==> src/rtl/core/stq_pkg.sv <==
// stq_pkg: shared types and constants of the sorted timer event queue.
// No dependencies; used by the interfaces, stq_cell and the top level.
`timescale 1ns / 1ps

package stq_pkg;

  localparam int TICK_W = 64;
  localparam int FREQ_W = 32;
  localparam int TAG_W  = 8;

  localparam logic [FREQ_W-1:0] FREQ_RESET = 32'd62500000;

  // request codes
  localparam logic REQ_TICK = 1'b0;
  localparam logic REQ_ADD  = 1'b1;

  // command broadcast to every cell of the queue
  typedef struct packed {
    logic              insert;
    logic              pop;
    logic [TICK_W-1:0] new_deadline;
    logic [TAG_W-1:0]  new_tag;
  } stq_cmd_t;

endpackage

==> src/rtl/core/stq_cell.sv <==
// stq_cell: one slot of the sorted queue; holds a deadline and a tag.
// Shifts right on insert behind the new entry, left on pop. Uses stq_pkg.
`timescale 1ns / 1ps

module stq_cell (
  input  logic                      clk,
  input  stq_pkg::stq_cmd_t         cmd,
  input  logic                      occupied,
  input  logic                      left_place,
  input  logic [stq_pkg::TICK_W-1:0] left_deadline,
  input  logic [stq_pkg::TAG_W-1:0]  left_tag,
  input  logic [stq_pkg::TICK_W-1:0] right_deadline,
  input  logic [stq_pkg::TAG_W-1:0]  right_tag,
  output logic                      place,
  output logic [stq_pkg::TICK_W-1:0] deadline,
  output logic [stq_pkg::TAG_W-1:0]  tag
);
  import stq_pkg::*;

  // new entry goes at or before this slot: empty slot or later deadline
  assign place = !occupied || (deadline > cmd.new_deadline);

  // slot contents
  always_ff @(posedge clk) begin
    if (cmd.insert && place) begin
      if (left_place) begin
        deadline <= left_deadline;
        tag      <= left_tag;
      end else begin
        deadline <= cmd.new_deadline;
        tag      <= cmd.new_tag;
      end
    end else if (cmd.pop) begin
      deadline <= right_deadline;
      tag      <= right_tag;
    end
  end

endmodule

==> config.mk <==
export PLATFORM = sky130hd
export DESIGN_NAME = stq_cell
export DESIGN_NICKNAME = d
export VERILOG_FILES = /design/src/rtl/core/stq_pkg.sv /design/src/rtl/core/stq_cell.sv
export SDC_FILE = /design/constraint.sdc
export NUM_CORES = 1
export LEC_CHECK = 0
export CORE_AREA = 2 2 116 163
export DETAILED_ROUTE_END_ITERATION = 7
export DIE_AREA = 0 0 118 165
export DONT_BUFFER_PORTS = 1
export PLACE_DENSITY = 0.46
export SLEW_MARGIN = 20
export SYNTH_ARGS = -nofsm -noshare
export SYNTH_HDL_FRONTEND = slang
export SYNTH_SLANG_ARGS = --single-unit
==> constraint.sdc <==
create_clock -name clk -period 8.2 [get_ports clk]
set_clock_uncertainty 0.2 [all_clocks]
set_input_delay 2.46 -clock clk [delete_from_list [all_inputs] [get_ports clk]]
set_output_delay 2.46 -clock clk [all_outputs]
set_load 0.01 [all_outputs]
==> flow_summary_export.csv <==
group,metric,value,unit
run_status,run_status,"complete, no violations",
floorplanning,die_area,19500,sq um
synthesis,synth_top_area_cell,"edfxtp_1",
placement,dp_hpwl,11.9,mm
worst_setup_path,path_cells,"inv_1 > ha_1 > nand4_1 > nor4_1 > nand3_1 > a31oi_1 > nor2_1 > nand2_1 > a21o_1",
global_route,globalRouteOverflowTotal,0,
synthesis,synth.distinct_cells,28,
synthesis,syn_nets,837,
flow_run,maxCapViolCount,0,
route,via_per_inst,5.02,
synthesis,syn_inst,552,
clocking,htree_levels,3,
worst_setup_path,reg2reg_slack,4.10,ns
cells_and_area,layout-drive-gt1-share,0.0347,
synthesis,ys_seq_area_frac,0.408,
timing,tightest_slew,1.02,ns
power,vdd_ir_drop_max,0.0000747,V
timing,finalMaxSlewViolations,0,
cells_and_area,antenna-diode-count,0,
floorplanning,pin_count,294,
route,met1_length,5.21,mm
route,wl_per_cell,18.6,um
clocking,clkSlewWorstSetupHoldPaths,0.06,ns
global_route,grt_usage,0.145,
cells_and_area,layout.nets,827,
route,met3WireLength,1.29,mm
synthesis,synth.top_cells.by_area,"edfxtp_1 41%, ha_1 15%, mux2i_1 14%",
synthesis,synth-main-ff-cell,"edfxtp_1",
clocking,cts-resized-gates,0,
timing,grt_setup_unrepaired,"false",
placement,gp_congestion,0.820,
route,firstDrtPassIters,4,
clocking,cts_made_buffers,9,
floorplanning,start_util,0.295,
cells_and_area,area_growth,9.52,%
floorplanning,core_region_area,17900,sq um
clocking,clockBufferDepth,2,
timing,hold_violations,0,
synthesis,avgSynthCellArea,9.59,sq um
power,p_total,0.00114,W
global_route,grt_first_pass_wirelength,21.4,mm
power,power_leakage,2.63,nW
worst_setup_path,worstSetupStartpointType,"input pin",
cells_and_area,final_util,0.323,
timing,finalSetupViolations,0,
worst_setup_path,critPathArrivalTime,4.54,ns
clocking,cts_tree,"yes",
synthesis,async_reset_ff_frac,0,
synthesis,synth.most_common_cell,"nand2_1",
floorplanning,die_w,118,um
worst_setup_path,critPathKind,"in2out",
route,wl,14.6,mm
synthesis,ys_top_cells_by_count,"89 x nand2_1, 72 x edfxtp_1, 72 x mux2i_1, 72 x o21ai_0, 68 x inv_1",
placement,port_buffers,0,
floorplanning,die-height,165,um
route,drtIter0Drc,122,
clocking,clock_insertion_delay_worst_skew,0.34,ns
route,ant_nets,0,
route,top_layer,"met4",
timing,whs,1.52,ns
floorplanning,rows,58,
worst_hold_path,hold_class,"reg2reg",
clocking,cts_num_sinks,72,
worst_setup_path,cp_max_fo,3,
synthesis,yosysWarnings,0,
worst_setup_path,crit_path_top_delay_cell,"nor4_1",
clocking,postCtsSetupRepairBufs,0,
timing,setup_tns,0,ns
clocking,root_buffer,"clkbuf_16",
synthesis,synth_seq_cells,72,
route,num_vias,3952,
global_route,grt_max_degree,98,
worst_setup_path,required,5.54,ns
synthesis,synth_enable_flop_cells,72,
timing,fmax,0.139,GHz
timing,period_needed,7.20,ns
synthesis,yosysTopAreaCellShare,0.408,
power,powerDensity,197,nW/um^2
synthesis,syn-cell-area,5290,sq um
clocking,holdBufCountCts,0,
timing,timing.slew.headroom,0.322,
cells_and_area,fillers,1886,
worst_setup_path,cp-end-kind,"output pin",
global_route,first_global_vias,4005,
route,wl_met2,7.82,mm
global_route,antenna_found_initial,0,
worst_setup_path,max_stage_delay,0.66,ns
route,drcViolationCount,0,
timing,fin_crit_sh,0.878,
-- worst paths after layout --
path | start | endpoint | cells after the start
worst min register to register | deadline[63] | deadline[6] | 6
worst max register to register | deadline[39] | deadline[20] | 9
worst max-delay path | cmd[47] | place | 9
worst min-delay path | deadline[63] | deadline[6] | 6
-- worst max-delay path, delay by kind of cell --
| kind | cells | cell delay, ns |
|---|---|---|
| compound gates | 2 | 0.58 |
| fa+ha+maj | 1 | 0.30 |
| buf+inv | 1 | 0.02 |
| simple gates | 5 | 1.18 |
-- layout make-up --
class,count,area (sq um),share of cell area
clock buffer,9,225,0.0388
clock inverter,7,62.6,0.0108
inverter,68,255,0.0440
multi-input combinational,389,2780,0.479
sequential,72,2160,0.373
tap,240,300,0.0518
timing repair buffer,2,15.0,0.00259
-- power breakdown --
part           internal [W]  switching [W]  leakage, nW
clock              0.000232       0.000157        0.136
sequential         0.000474      0.0000638        0.736
combinational     0.0000879       0.000125         1.76
-- cell usage in the layout, fill, tap and decap left out --
cell type   instances
edfxtp_1           72
o211ai_1            2
nand2b_4            1
o21a_1              1
ha_1               64
a21oi_1            28
clkbuf_16           9
a22oi_1             1
nor2b_1             1
nand2b_1            3
o21ai_1            11
nor3_1              3
nand2_1            89
o41ai_4             1
clkinv_1            2
buf_4               2
nor4_1              3
a31oi_1             2
inv_1              68
nand3_1             6
o22ai_1             1
a221oi_1            4
o21ai_0            72
nand4_1            17
nor4_2              1
a21o_1              1
mux2i_1            72
bufinv_16           1
a2111o_1            1
nor2_1              4
clkinv_2            2
clkinvlp_4          2
-- stage by stage --
| stage | cells | cell area, sq um | setup slack, ns |
|---|---|---|---|
| global route | 787 | 5800 | 0.834 |
| CTS | 787 | 5800 | 0.981 |
| detailed placement | 771 | 5510 | 0.988 |
| global placement | 771 | 5510 | 1.15 |
| finish | 787 | 5800 | 0.998 |
| floorplan | 552 | 5290 | 1.53 |
-- flip-flops by register name, summed over array words and instances, names as in the netlist --
register  count
tag           8
deadline     64
-- cells by family (layout without fill, tap and decap cells) --
group | count (synthesis) | count (layout) | synth area share
AO/OA/AOI/OAI | 125 | 125 | 0.130
multiplexers | 72 | 72 | 0.136
AND/OR/NAND/NOR | 128 | 128 | 0.106
flip-flops | 72 | 72 | 0.408
buffers and inverters | 91 | 86 | 0.0683
adder cells (fa/ha/maj) | 64 | 64 | 0.151
-- layer usage --
| layer | track usage | vias to the layer above |
|---|---|---|
| li1 | - | 1965 |
| met5 | 0 | - |
| met4 | 0.0542 | 0 |
| met2 | 0.266 | 186 |
| met3 | 0.0570 | 21 |
| met1 | 0.148 | 1780 |
(Power assumes the default switching activity.)
